File: src/rtl/deadline_ordered_timer_queue_core_defines.svh
// Assertion macros shared by the timer queue RTL.
`ifndef DEADLINE_ORDERED_TIMER_QUEUE_CORE_DEFINES_SVH
`define DEADLINE_ORDERED_TIMER_QUEUE_CORE_DEFINES_SVH

// Condition in the same cycle implies the check in the same cycle.
`define DOTQ_ASSERT_NOW(label, cond, check, msg) \
    label: assert property (@(posedge clk) disable iff (!rst_n) (cond) |-> (check)) \
        else $error(msg);

// Condition in one cycle implies the check in the following cycle.
`define DOTQ_ASSERT_NEXT(label, cond, check, msg) \
    label: assert property (@(posedge clk) disable iff (!rst_n) (cond) |=> (check)) \
        else $error(msg);

`endif

File: src/rtl/dotq_pkg.sv
// Package with types and constants of the deadline ordered timer queue.
`timescale 1ns / 1ps
`default_nettype none
package dotq_pkg;
    localparam int CAPACITY_DEF = 16;
    localparam int MAX_RESULTS  = 16;
    localparam int DEADLINE_W   = 48;
    localparam int ID_W         = 32;

    localparam logic [1:0] MODE_TICK     = 2'd0;
    localparam logic [1:0] MODE_ONESHOT  = 2'd1;
    localparam logic [1:0] MODE_PERIODIC = 2'd2;
    localparam logic [1:0] MODE_CANCEL   = 2'd3;

    localparam logic [2:0] KIND_ARMED     = 3'd0;
    localparam logic [2:0] KIND_FULL      = 3'd1;
    localparam logic [2:0] KIND_CANCELLED = 3'd2;
    localparam logic [2:0] KIND_UNKNOWN   = 3'd3;
    localparam logic [2:0] KIND_EXPIRED   = 3'd4;

    typedef struct packed {
        logic [DEADLINE_W-1:0] deadline;
        logic [ID_W-1:0]       interval;
        logic [ID_W-1:0]       ident;
        logic                  periodic;
    } entry_t;

    // Operation broadcast to every cell of the chain.
    typedef struct packed {
        logic insert;
        logic drop_match;
        logic drop_all;
    } cell_ctl_t;
endpackage
`default_nettype wire

File: src/rtl/dotq_cell.sv
// One cell of the sorted timer chain: holds one entry and shifts with its neighbors.
`timescale 1ns / 1ps
`default_nettype none
module dotq_cell (
    input  wire logic               clk,
    input  wire logic               rst_n,
    input  wire dotq_pkg::cell_ctl_t ctl,
    input  wire dotq_pkg::entry_t   new_entry,
    input  wire logic [31:0]        cancel_id,
    input  wire dotq_pkg::entry_t   left_entry,
    input  wire logic               left_valid,
    input  wire logic               left_lt,
    input  wire dotq_pkg::entry_t   right_entry,
    input  wire logic               right_valid,
    input  wire logic               seen_in,
    output dotq_pkg::entry_t        entry,
    output logic                    valid,
    output logic                    lt,
    output logic                    seen_out
);
    dotq_pkg::entry_t entry_reg, entry_next;
    logic             valid_reg, valid_next;
    logic             match;

    assign lt       = valid_reg && (entry_reg.deadline < new_entry.deadline);
    assign match    = valid_reg && (entry_reg.ident == cancel_id);
    assign seen_out = seen_in || match;
    assign entry    = entry_reg;
    assign valid    = valid_reg;

    always_comb
    begin
        entry_next = entry_reg;
        valid_next = valid_reg;
        if (ctl.insert)
        begin
            // Entries at or after the insert point move one place toward the tail.
            if (!lt)
            begin
                if (left_lt)
                begin
                    entry_next = new_entry;
                    valid_next = 1'b1;
                end
                else
                begin
                    entry_next = left_entry;
                    valid_next = left_valid;
                end
            end
        end
        else if (ctl.drop_all || (ctl.drop_match && seen_out))
        begin
            entry_next = right_entry;
            valid_next = right_valid;
        end
    end

    always_ff @(posedge clk or negedge rst_n)
    begin
        if (!rst_n)
            valid_reg <= 1'b0;
        else
            valid_reg <= valid_next;
    end

    always_ff @(posedge clk)
    begin
        entry_reg <= entry_next;
    end
endmodule
`default_nettype wire
File: config.mk
export PLATFORM = sky130hd
export DESIGN_NAME = dotq_cell
export DESIGN_NICKNAME = d
export VERILOG_FILES = /design/src/rtl/deadline_ordered_timer_queue_core_defines.svh /design/src/rtl/dotq_pkg.sv /design/src/rtl/dotq_cell.sv
export SDC_FILE = /design/constraint.sdc
export NUM_CORES = 1
export LEC_CHECK = 0
export ABC_AREA = 1
export BUFFER_PORTS_ARGS = -buffer_cell sky130_fd_sc_hd__buf_2
export CAP_MARGIN = 30
export CORE_AREA = 8 8 187 189
export CTS_CLUSTER_SIZE = 20
export DETAILED_ROUTE_END_ITERATION = 16
export DIE_AREA = 0 0 195 197
export PLACE_DENSITY_LB_ADDON = 0.08
export REMOVE_ABC_BUFFERS = 1
export SYNTH_ARGS = -nofsm -noshare
export SYNTH_HDL_FRONTEND = slang
export SYNTH_SLANG_ARGS = --single-unit
File: constraint.sdc
create_clock -name clk -period 11.1 [get_ports clk]
set_clock_uncertainty 0.05 [all_clocks]
set_input_delay 0.555 -clock clk [delete_from_list [all_inputs] [get_ports clk]]
set_output_delay 0.555 -clock clk [all_outputs]
set_load 0.01 [all_outputs]
==> results of run 1 <==
power groups by stage:
stage / combinational [mW] / clock (mW) / sequential (mW)
detailed placement: 0.389 / 0 / 0.588
floorplan: 0.145 / 0 / 0.617
CTS: 0.391 / 0.663 / 0.580
finish: 0.379 / 0.642 / 0.578
global route: 0.430 / 0.680 / 0.587
global placement: 0.389 / 0 / 0.587
worst reg2reg max path: cells and delay by family (launching register included):
kind          cells  cell delay [ns]
fa+ha+maj         1             0.32
flops             1             0.39
buf+inv           2             1.33
simple gates      9             0.91
what timing repair did:
| action | CTS | global route |
|---|---|---|
| hold endpoints to repair | 1 | 0 |
| hold buffers | 1 | 0 |
| resized for setup | 0 | 0 |
logic make-up after synthesis:
family | after synthesis | synth area share
buffers and inverters | 149 | 0.0795
AOI/OAI and AO/OA | 147 | 0.119
DFF | 114 | 0.454
and+or+nand+nor | 490 | 0.257
adders and majority gates | 47 | 0.0781
xor gates and xnor gates | 11 | 0.0128
synth_stat cells:
cell type	count	area (um^2)
sky130_fd_sc_hd__edfxtp_1	113	3390
sky130_fd_sc_hd__dfrtp_1	1	25.0
sky130_fd_sc_hd__xor2_1	1	8.76
sky130_fd_sc_hd__nand3_1	7	35.0
sky130_fd_sc_hd__buf_6	1	11.3
sky130_fd_sc_hd__or2_0	1	6.26
sky130_fd_sc_hd__buf_4	1	7.51
sky130_fd_sc_hd__xnor2_1	10	87.6
sky130_fd_sc_hd__nor2_4	1	11.3
sky130_fd_sc_hd__ha_1	47	588
sky130_fd_sc_hd__clkbuf_1	31	116
sky130_fd_sc_hd__clkinv_1	1	3.75
sky130_fd_sc_hd__a31oi_1	113	707
sky130_fd_sc_hd__nand2_2	5	31.3
sky130_fd_sc_hd__and2_1	1	6.26
sky130_fd_sc_hd__buf_2	14	70.1
sky130_fd_sc_hd__or2_1	1	6.26
sky130_fd_sc_hd__o21ai_0	8	40.0
sky130_fd_sc_hd__a21boi_0	1	7.51
sky130_fd_sc_hd__a21o_1	1	7.51
sky130_fd_sc_hd__clkbuf_8	1	13.8
sky130_fd_sc_hd__o22ai_1	1	6.26
sky130_fd_sc_hd__nand2_1	318	1190
sky130_fd_sc_hd__nand4_1	9	56.3
sky130_fd_sc_hd__nor3_1	2	10.0
sky130_fd_sc_hd__inv_1	97	364
sky130_fd_sc_hd__a21oi_1	19	95.1
sky130_fd_sc_hd__nand3_2	1	10.0
sky130_fd_sc_hd__nor2_1	139	522
sky130_fd_sc_hd__buf_1	3	11.3
sky130_fd_sc_hd__nor2_2	3	18.8
sky130_fd_sc_hd__o21a_1	3	22.5
sky130_fd_sc_hd__nand4_2	2	25.0
sky130_fd_sc_hd__o211ai_1	1	7.51
through the flow:
step	instances	setup slack (ns)	hold WS, ns
floorplan	907	6.81	0.209
global placement	1815	7.26	0.283
detailed placement	1816	7.25	0.282
CTS	1849	7.51	0.405
global route	1853	7.25	0.416
finish	1853	7.61	0.422
area by class of cell:
| cell class | instances | area share |
|---|---|---|
| multi-input cells | 695 | 0.318 |
| flip-flops and latches | 114 | 0.310 |
| repair buffers | 502 | 0.231 |
| well taps | 408 | 0.0462 |
| clock buffers | 17 | 0.0385 |
| inverters | 98 | 0.0338 |
| clock inverters | 15 | 0.0220 |
| diodes | 4 | 0.000906 |
routing by layer:
metal	wire length [um]	share of wire	track usage
met5	44	0.0013	0
met4	436	0.013	0.0427
met3	3030	0.089	0.0641
met2	17400	0.51	0.297
met1	13200	0.39	0.191
worst paths after layout:
path                                        end  cells past startpoint
max                         entry[82]$_DFFE_PP_                     12
min                           valid$_DFFE_PN0P_                      2
max reg2reg                 entry[82]$_DFFE_PP_                     12
min reg2reg                   valid$_DFFE_PN0P_                      2
max in group asynchronous     valid$_DFFE_PN0P_                      2
min in group clk           entry[103]$_DFFE_PP_                      3
==> key figures, run 1 <==
Place
  – Post-DP HPWL: 27700 um
  – Placement-stage cell area: approximately 10000 um^2
  – RePlAce Congestion: 0.809
  – IO Port Bufs: 495

Synthesis
  – Share of the yosys chip area belonging to registers: 0.454
  – Post-synthesis cell area: 7530 um^2
  – Count of state elements after synthesis: 114
  – Mean instance size in the synthesized netlist: approximately 7.9 um^2
  – Yosys warning count: 0
  – Unique cell type count in the Yosys netlist: 34
  – Count of mapped cells out of synthesis: 958

Drt
  – Via density: 4.41
  – Number of DRC markers in iteration 0: 294
  – Count of vias placed by the detailed router: 8166
  – Router iterations before antenna repair: 5
  – Final antenna-violating net count: 0
  – Post-detailed-route wirelength per cell: around 18 um
  – Detailed-route DRC error count: 0
  – Final WL: about 34000 um

Floorplanning
  – Area inside the core boundary: 32000 um^2
  – Starting Density: 0.235
  – Std cell rows: 66
  – Ports: 496
  – Y dimension of the die: a little under 200 um
  – Die Outline Area: roughly 38000 um^2
  – Width of the chip: 195 um

STA
  – Count of final hold-check violations: 0
  – Max Transition Viols Final: 0
  – Max_slew headroom: 0.377
  – Period utilization: 0.315
  – Total Negative Setup Slacks: 0 ns
  – Transition at the pin with the smallest max-transition slack: between 0.9 and 1 ns
  – Setup violators final: 0
  – RSZ-0062 raised after global routing: no
  – Fmax: 0.286 GHz
  – Final critical delay including setup and external delays: ~3.5 ns

Power and ir drop
  – Post-route total power: 1.60 mW
  – Cell Int Power: 1.11 mW
  – Standby leakage power: 5.59 nW
  – Total power density per cell area: 145 nW/um^2
  – Clock Power Share: 0.401
  – Comb pwr share: 0.237
  – Relative contribution of sequential cells to total power: 0.361
  – Worst IR Drop VDD: 0.0000939 V
  – Switching part of the total: 0.305
  – Switching power of the nets: 0.489 mW

Worst setup path
  – Most frequent CP cell: sky130_fd_sc_hd__nand2_1
  – Source of the critical timing path: entry[112]$_DFFE_PP_
  – Critical-path maximum fanout: 63
  – Ordered list of cells on the worst path: ha_1, nand2_1, nor2_2, nand4_2, nor2_2, nand2_1, nor2_1, nand2_1, nand3_2, nand2_2, inv_4, buf_4
  – Arrival @ worst endpoint: about 3.5 ns
  – Worst Setup Start Kind: flip-flop
  – Critical Path Max Stage Delay: 0.79 ns
  – Reg-to-reg critical path startpoint: entry[112]$_DFFE_PP_
  – R2R Setup Slk: 7.61 ns
  – CP top delay family: buffers and inverters
  – Required time of the worst setup path: 11.08 ns
  – Critical-path top delay cell: sky130_fd_sc_hd__buf_4
  – CP Buf/Inv Count: 2
  – Path type of the worst setup path: flip-flop to flip-flop
  – Type of destination of the critical path: flip-flop

Clock network
  – Clock latency reported for the late side of the worst-skew pair: between 0.4 and 0.5 ns
  – Buffers from clock root to sink, at most: 2
  – H-tree level count: 4
  – Number of clock sinks: 114
  – Cts bufs inserted: 17
  – CTS tree: yes
  – Clock transition at path regs: 0.06 ns
  – Root buffer cell: sky130_fd_sc_hd__clkbuf_16
  – Total setup buffers inserted after CTS: 0

Final layout
  – Post-layout instance area: about 11000 um^2
  – Multi-input logic area: 3510 um^2
  – Fraction of layout instances using a drive strength above 1: 0.380
  – Fillcell total: 3530
  – Top library cells by usage in the layout, fill and taps aside: sky130_fd_sc_hd__buf_2, sky130_fd_sc_hd__nand2_1, sky130_fd_sc_hd__nor2_1, sky130_fd_sc_hd__a31oi_1, sky130_fd_sc_hd__edfxtp_1
  – Finished Core Util: 0.345
  – Largest register FFs: 113
  – Area occupied by registers: 3420 um^2
  – Area delta synth->final: 46.7%
  – Leading cell type in the layout, fill and taps excluded: sky130_fd_sc_hd__buf_2
  – NumNets Final: 1855

GRT
  – Aggregate global-route resource usage: 0.169
  – Number of global-route vias before repair: ~8300
  – Largest net degree at the start of global routing: between 60 and 70
  – Antenna violations before repair: 8
  – Global-route wire length before repair: 49700 um
  – Aggregate global routing overflow: 0

Worst hold path
  – Min-delay worst type: input port to async pin

Run
  – Count of maximum capacitance violations: 0

Outcome
  – Run status: finished clean
Power figures use the tool's default switching activity.
==> run 2, diff against run 1 <==
clock period = 2.9 ns   (was 11.1 ns; I/O delays follow)
==> run 2 against run 1 <==
  * Non-clock buffer count grew 29
  * Final cell count grew 1.5%
  * Clock-buffer cell count is the same
  * Via count grew 1.2%
  * Sequential share of layout area shrank 0.82 points
  * Total power grew to 3.7 times the previous value
  * Critical endpoint is now entry[63]$_DFFE_PP_
  * Core utilization grew 0.93 points
==> key figures, run 2 (synthesis results as in run 1) <==
Worst setup path
  – Required time of the worst setup path: 2.98 ns
  – Arrival @ worst endpoint: 2.53 ns
  – Type of destination of the critical path: flip-flop
  – Worst Setup Start Kind: flip-flop
  – FF-to-FF path depth: 13
  – R2R Setup Slk: 0.45 ns
  – Critical-path maximum fanout: 29
  – Reg-to-reg critical path startpoint: entry[112]$_DFFE_PP_
  – Endpoint of the most critical register-to-register path: entry[63]$_DFFE_PP_
  – Path type of the worst setup path: flip-flop to flip-flop

Final layout
  – Multi-input logic area: 3510 um^2
  – Fillcell total: 3477
  – NumNets Final: around 1900
  – Finished Core Util: 0.354
  – Area delta synth->final: 50.7%
  – Top library cells by usage in the layout, fill and taps aside: sky130_fd_sc_hd__buf_2, sky130_fd_sc_hd__nand2_1, sky130_fd_sc_hd__nor2_1, sky130_fd_sc_hd__a31oi_1, sky130_fd_sc_hd__edfxtp_1
  – Leading cell type in the layout, fill and taps excluded: sky130_fd_sc_hd__buf_2
  – Largest register FFs: 113
  – Area occupied by registers: 3420 um^2
  – Fraction of layout instances using a drive strength above 1: 0.378

Power and ir drop
  – Standby leakage power: 5.73 nW
  – Worst IR Drop VDD: 0.000381 V
  – Post-route total power: ~6 mW
  – Total power density per cell area: 529 nW/um^2

Clock network
  – Cts bufs inserted: 17
  – Gates resized, CTS repair: 0
  – Total setup buffers inserted after CTS: 0
  – Clock transition at path regs: 0.06 ns
  – Buffers from clock root to sink, at most: 2
  – CTS tree: yes
  – Root buffer cell: sky130_fd_sc_hd__clkbuf_16
  – H-tree level count: 4
  – Clock latency reported for the late side of the worst-skew pair: 0.42 ns
  – Number of clock sinks: around 110
  – CTS hold repair buffers: 19

Floorplanning
  – Die Outline Area: 38400 um^2
  – Area inside the core boundary: 32000 um^2
  – Ports: 496
  – Width of the chip: ~200 um
  – Y dimension of the die: 197 um
  – Std cell rows: 66
  – Starting Density: 0.235

STA
  – Transition at the pin with the smallest max-transition slack: 0.604 ns
  – Period utilization: 0.846
  – Final hold slack: 0.0156 ns
  – Max_slew headroom: 0.597
  – RSZ-0062 raised after global routing: no
  – Count of final hold-check violations: 0
  – Worst setup margin: 0.448 ns
  – Total Negative Setup Slacks: 0 ns
  – Setup violators final: 0
  – Final critical delay including setup and external delays: 2.45 ns
  – Max Transition Viols Final: 0
  – Fmax: 0.408 GHz

Drt
  – Via density: about 4.4
  – Number of DRC markers in iteration 0: between 200 and 300
  – Final WL: 33700 um
  – Post-detailed-route wirelength per cell: 17.9 um
  – Final antenna-violating net count: 0
  – Count of vias placed by the detailed router: 8260
  – Router iterations before antenna repair: 7
  – Detailed-route DRC error count: 0

GRT
  – Largest net degree at the start of global routing: 133
  – Number of global-route vias before repair: 8417
  – Global-route wire length before repair: 49600 um
  – Aggregate global routing overflow: 0
  – Antenna violations before repair: 6
  – Aggregate global-route resource usage: 0.169

Outcome
  – Run status: finished clean

Worst hold path
  – Worst min-delay path startpoint: right_entry[73]
  – Capture endpoint of the worst hold path: entry[73]$_DFFE_PP_
  – Hold path depth: 3
  – Min-delay worst type: input port to flip-flop

Place
  – Post-DP HPWL: 27800 um
  – Worst setup slack after placement: 0.409 ns
  – IO Port Bufs: 495
  – RePlAce Congestion: 0.828

Run
  – Count of maximum capacitance violations: 0
-- run 2: cell count changes in the layout (fill, tap and decap cells not counted), sizes merged --
cell	previous run	this run
dlygate4sd3	1	20
bufinv	5	3
inv	105	107
buf	501	511
diode	4	3
-- run 2: layer usage --
metal  global-route usage  part of all wire  vias to the layer above  wire [um]
met4               0.0486             0.017                        6        589
met2                0.295              0.50                      317      17000
met1                0.191              0.40                     3691      13400
li1                     -                 -                     4206          -
met3               0.0607             0.080                       40       2690
met5                    0            0.0010                        -         35
-- run 2: stage by stage --
stage | cell area (um^2) | instances
final | 11300 | 1881
after global routing | 11300 | 1881
after CTS | 11300 | 1877
after detailed placement | 10500 | 1826
after global placement | 10500 | 1826
after floorplan | 7300 | 907
-- run 2: critical path, cell delays in order (launching register included) --
cell and delay [ns]:
sky130_fd_sc_hd__edfxtp_1 0.39, sky130_fd_sc_hd__ha_1 0.31, sky130_fd_sc_hd__nand2_1 0.08, sky130_fd_sc_hd__nor2_2 0.16
sky130_fd_sc_hd__nand4_2 0.11, sky130_fd_sc_hd__nor2_2 0.15, sky130_fd_sc_hd__nand2_1 0.07, sky130_fd_sc_hd__nor2_1 0.10
sky130_fd_sc_hd__nand2_1 0.09, sky130_fd_sc_hd__nand3_2 0.09, sky130_fd_sc_hd__nand2_2 0.08, sky130_fd_sc_hd__inv_4 0.08
sky130_fd_sc_hd__buf_12 0.20, sky130_fd_sc_hd__buf_4 0.19
-- run 2: report_power, final --
group | switching, mW | leakage (nW) | internal, mW | total (mW)
Clock | 0.883 | 0.305 | 1.38 | 2.26
Sequential | 0.104 | 1.14 | 2.10 | 2.21
Combinational | 0.872 | 4.28 | 0.656 | 1.53
Total | 1.86 | 5.73 | 4.14 | 6.00
-- run 2: how the worst max path moves through the flow --
stage / end / slack (ns) / cells after the start / from
floorplan: entry[0]$_DFFE_PP_ / -1.26 / 11 / entry[104]$_DFFE_PP_
global placement: entry[46]$_DFFE_PP_ / 0.44 / 11 / entry[96]$_DFFE_PP_
detailed placement: entry[46]$_DFFE_PP_ / 0.41 / 13 / entry[112]$_DFFE_PP_
CTS: entry[63]$_DFFE_PP_ / 0.39 / 13 / entry[112]$_DFFE_PP_
global route: entry[63]$_DFFE_PP_ / 0.16 / 13 / entry[112]$_DFFE_PP_
finish: entry[63]$_DFFE_PP_ / 0.45 / 13 / entry[112]$_DFFE_PP_
-- run 2: layout make-up --
| cell class | count | area share |
|---|---|---|
| timing repair buffer | 531 | 0.256 |
| tap | 408 | 0.0450 |
| multi-input combinational | 695 | 0.309 |
| clock buffer | 17 | 0.0375 |
| inverter | 98 | 0.0329 |
| antenna | 3 | 0.000662 |
| clock inverter | 15 | 0.0169 |
| sequential | 114 | 0.301 |
==> run 3, diff against run 2 <==
ABC_AREA = 0   (was 1)
CORE_AREA = 8 8 184 186   (was 8 8 187 189)
DIE_AREA = 0 0 192 194   (was 0 0 195 197)
clock period = 2.3 ns   (was 2.9 ns; I/O delays follow)
==> run 3 against run 2 <==
  * Largest power group is now sequential cells
  * Total power up 27%
  * Sequential share of layout area shrank 2.3 points
  * Largest cell class is now non-clock buffers
  * Global-route usage shrank 0.17 points
  * Critical path type unchanged
  * Non-clock buffer count rose by 104
  * Sequential cell count stayed put
  * Final cell count decreased by 7.4%
  * The run now ends with negative setup slack left
  * Clock power rose by 11%
==> key figures, run 3 <==
Outcome
  – Run status: complete, but fails checks
  – Failing checks: negative setup slack

Clock network
  – CTS tree: yes
  – Clock transition at path regs: about 0.06 ns
  – Buffers from clock root to sink, at most: 2
  – Number of clock sinks: 114
  – H-tree level count: 4
  – Root buffer cell: sky130_fd_sc_hd__clkbuf_16
  – Cts bufs inserted: 17
  – Clock latency reported for the late side of the worst-skew pair: approximately 0.41 ns

Power and ir drop
  – Switching part of the total: 0.301
  – Switching power of the nets: 2.30 mW
  – Post-route total power: around 7.6 mW
  – Relative contribution of sequential cells to total power: 0.369
  – Comb pwr share: 0.303
  – Clock Power Share: 0.328
  – Worst IR Drop VDD: around 0.00036 V
  – Total power density per cell area: 621 nW/um^2
  – Standby leakage power: around 6.0 nW
  – Cell Int Power: 5.32 mW

Final layout
  – Number of diodes: 0
  – Fillcell total: 3245
  – Area delta synth->final: 68.6%
  – Multi-input logic area: 3750 um^2
  – NumNets Final: 1754
  – Fraction of layout instances using a drive strength above 1: 0.471
  – Area occupied by registers: about 3400 um^2
  – Leading cell type in the layout, fill and taps excluded: sky130_fd_sc_hd__buf_2
  – Largest register FFs: 113
  – Top library cells by usage in the layout, fill and taps aside: sky130_fd_sc_hd__buf_2, sky130_fd_sc_hd__a21oi_1, sky130_fd_sc_hd__nor2_1, sky130_fd_sc_hd__mux2i_1, sky130_fd_sc_hd__edfxtp_1

Worst setup path
  – CP Buf/Inv Count: 4
  – Type of destination of the critical path: flip-flop
  – Critical Path Max Stage Delay: ~0.43 ns
  – Arrival @ worst endpoint: 2.72 ns
  – CP top delay family: simple AND/OR/NAND/NOR gates
  – FF-to-FF path depth: 11
  – R2R Setup Slk: -0.35 ns
  – Reg-to-reg critical path startpoint: entry[108]$_DFFE_PP_
  – Critical-path top delay cell: sky130_fd_sc_hd__edfxtp_1
  – Critical-path maximum fanout: 14
  – Required time of the worst setup path: approximately 2.4 ns
  – Ordered list of cells on the worst path: ha_4, nand4_1, nor4_1, buf_4, nand2_4, nor4_4, a211oi_4, a21oi_4, buf_12, buf_12, buf_12
  – Most frequent CP cell: sky130_fd_sc_hd__buf_12
  – Endpoint of the most critical register-to-register path: entry[49]$_DFFE_PP_
  – Worst Setup Start Kind: flip-flop
  – Path type of the worst setup path: flip-flop to flip-flop

STA
  – Final critical delay including setup and external delays: 2.65 ns
  – RSZ-0062 raised after global routing: yes
  – Period utilization: 1.15
  – Max Transition Viols Final: 0
  – Fmax: around 0.38 GHz
  – Count of final hold-check violations: 0
  – Setup violators final: around 120
  – Max_slew headroom: 0.481
  – Transition at the pin with the smallest max-transition slack: 0.778 ns
  – Worst setup margin: -0.347 ns

GRT
  – Number of global-route vias before repair: just over 8000
  – Aggregate global routing overflow: 0
  – Largest net degree at the start of global routing: 97
  – Aggregate global-route resource usage: 0.167
  – Global-route wire length before repair: ~47000 um
  – Antenna violations before repair: 4

Drt
  – Number of DRC markers in iteration 0: 191
  – Detailed-route DRC error count: 0
  – Via density: 4.32
  – Final WL: ~32000 um
  – Final antenna-violating net count: 0
  – Count of vias placed by the detailed router: 7521
  – Post-detailed-route wirelength per cell: 18.5 um
  – Router iterations before antenna repair: 4

Synthesis
  – Cell taking the most area after synthesis: sky130_fd_sc_hd__edfxtp_1
  – Count of mapped cells out of synthesis: 712
  – Fraction of post-synthesis cell area in the top cell type by area: 0.466
  – Unique cell type count in the Yosys netlist: 37
  – Top cells by instance count after synthesis: sky130_fd_sc_hd__a21oi_1, sky130_fd_sc_hd__nor2_1, sky130_fd_sc_hd__edfxtp_1, sky130_fd_sc_hd__mux2i_1, sky130_fd_sc_hd__inv_1
  – Async set-or-reset flop fraction in the synthesized netlist: 0.00877
  – Count of flip-flops with a built-in enable after synthesis: around 110
  – Mean instance size in the synthesized netlist: slightly above 10 um^2
  – Post-synthesis cell area: 7280 um^2
  – Most instantiated flip-flop cell in the synthesis netlist: sky130_fd_sc_hd__edfxtp_1
  – Share of the yosys chip area belonging to registers: 0.470
  – Count of state elements after synthesis: 114
  – Most area-consuming cells after synthesis: sky130_fd_sc_hd__edfxtp_1, sky130_fd_sc_hd__mux2i_1, sky130_fd_sc_hd__a21oi_1, sky130_fd_sc_hd__ha_1, sky130_fd_sc_hd__nor2_1
  – Most frequently used cell type in the post-synthesis netlist: sky130_fd_sc_hd__a21oi_1
  – Yosys warning count: 0

Worst hold path
  – Worst min-delay path startpoint: right_entry[32]
  – Hold path depth: 3
  – Capture endpoint of the worst hold path: entry[32]$_DFFE_PP_
  – Min-delay worst type: input port to flip-flop

Floorplanning
  – Width of the chip: between 150 and 200 um
  – Die Outline Area: 37200 um^2
  – Std cell rows: 65
  – Starting Density: 0.234
  – Y dimension of the die: 194 um
  – Ports: 496
  – Area inside the core boundary: 31100 um^2

Place
  – IO Port Bufs: roughly 500
  – Post-DP HPWL: 27300 um
  – RePlAce Congestion: 0.780
  – Worst setup slack after placement: -0.493 ns

Run
  – Count of maximum capacitance violations: 0
-- run 3: cell types whose count changed in the layout (fill, tap and decap cells not counted), moves of 17 or more --
cell                            previous run  this run
sky130_fd_sc_hd__inv_1                    96        48
sky130_fd_sc_hd__buf_4                     9        65
sky130_fd_sc_hd__dlygate4sd3_1            20        60
sky130_fd_sc_hd__a31oi_1                 113         0
sky130_fd_sc_hd__a21oi_1                  19       129
sky130_fd_sc_hd__nor2_1                  139       120
sky130_fd_sc_hd__nand2_1                 318        18
sky130_fd_sc_hd__mux2i_1                   0       113
sky130_fd_sc_hd__xnor2_1                  10        27
-- run 3: worst register-to-register path: cells and delay by family, from the launching register on --
family          cells  cell delay (ns)
simple gates        4             0.69
fa+ha+maj           1             0.30
buf+inv             4             0.62
flops               1             0.43
compound gates      2             0.28
-- run 3: what timing repair did --
action	4_1_cts	5_1_grt
hold buffers	60	0
gates cloned	1	0
endpoints found under the hold margin	59	0
pin swaps	6	10
endpoints found under the setup margin	116	116
gates resized for setup	16	18
setup buffers	6	5
-- run 3: logic make-up after synthesis --
group / after synthesis / synth area share
AND/OR/NAND/NOR: 164 / 0.0937
AO/OA/AOI/OAI: 154 / 0.115
multiplexers: 114 / 0.157
flip-flops: 114 / 0.470
buffers and inverters: 87 / 0.0450
adder cells (fa/ha/maj): 47 / 0.0808
XOR/XNOR: 32 / 0.0385
-- run 3: worst max-delay path by stage --
stage	start	to	slack [ns]	cells after the start
global placement	entry[107]$_DFFE_PP_	entry[42]$_DFFE_PP_	-0.43	10
detailed placement	entry[108]$_DFFE_PP_	entry[42]$_DFFE_PP_	-0.49	10
finish	entry[108]$_DFFE_PP_	entry[49]$_DFFE_PP_	-0.35	11
floorplan	entry[112]$_DFFE_PP_	valid$_DFFE_PN0P_	-3.17	8
global route	entry[108]$_DFFE_PP_	entry[11]$_DFFE_PP_	-0.46	11
CTS	entry[112]$_DFFE_PP_	entry[49]$_DFFE_PP_	-0.41	11
-- run 3: metal layers --
metal	part of all wire	global-route usage	up-vias
met1	0.40	0.191	3386
met3	0.093	0.0574	27
met4	0.011	0.0379	8
met5	0.0015	0	-
li1	-	-	3798
met2	0.50	0.293	302
-- run 3: per-stage QoR --
stage,std cells,hold slack (ns),TNS [ns],util,instance area (um^2)
final,1741,0.0175,-36.52,0.395,12300
after CTS,1738,0.00133,-43.80,0.390,12100
after global routing,1741,0.0109,-49.82,0.395,12300
after global placement,1641,-0.159,-44.91,0.347,10800
after detailed placement,1641,-0.155,-51.91,0.347,10800
after floorplan,673,-0.231,-350.03,-,7130
-- run 3: layout make-up --
type | count | share of cell area
repair buffers | 635 | 0.314
clock buffers | 17 | 0.0347
flip-flops and latches | 114 | 0.279
inverters | 48 | 0.0147
clock inverters | 14 | 0.0109
multi-input cells | 511 | 0.306
well taps | 402 | 0.0410
-- run 3: power by group through the flow --
stage	sequential [mW]	combinational [mW]	clock, mW
after floorplan	3.00	0.677	0
after global placement	2.84	2.14	0
after detailed placement	2.84	2.13	0
after CTS	2.80	2.32	2.60
after global routing	2.84	2.56	2.68
final	2.81	2.31	2.50
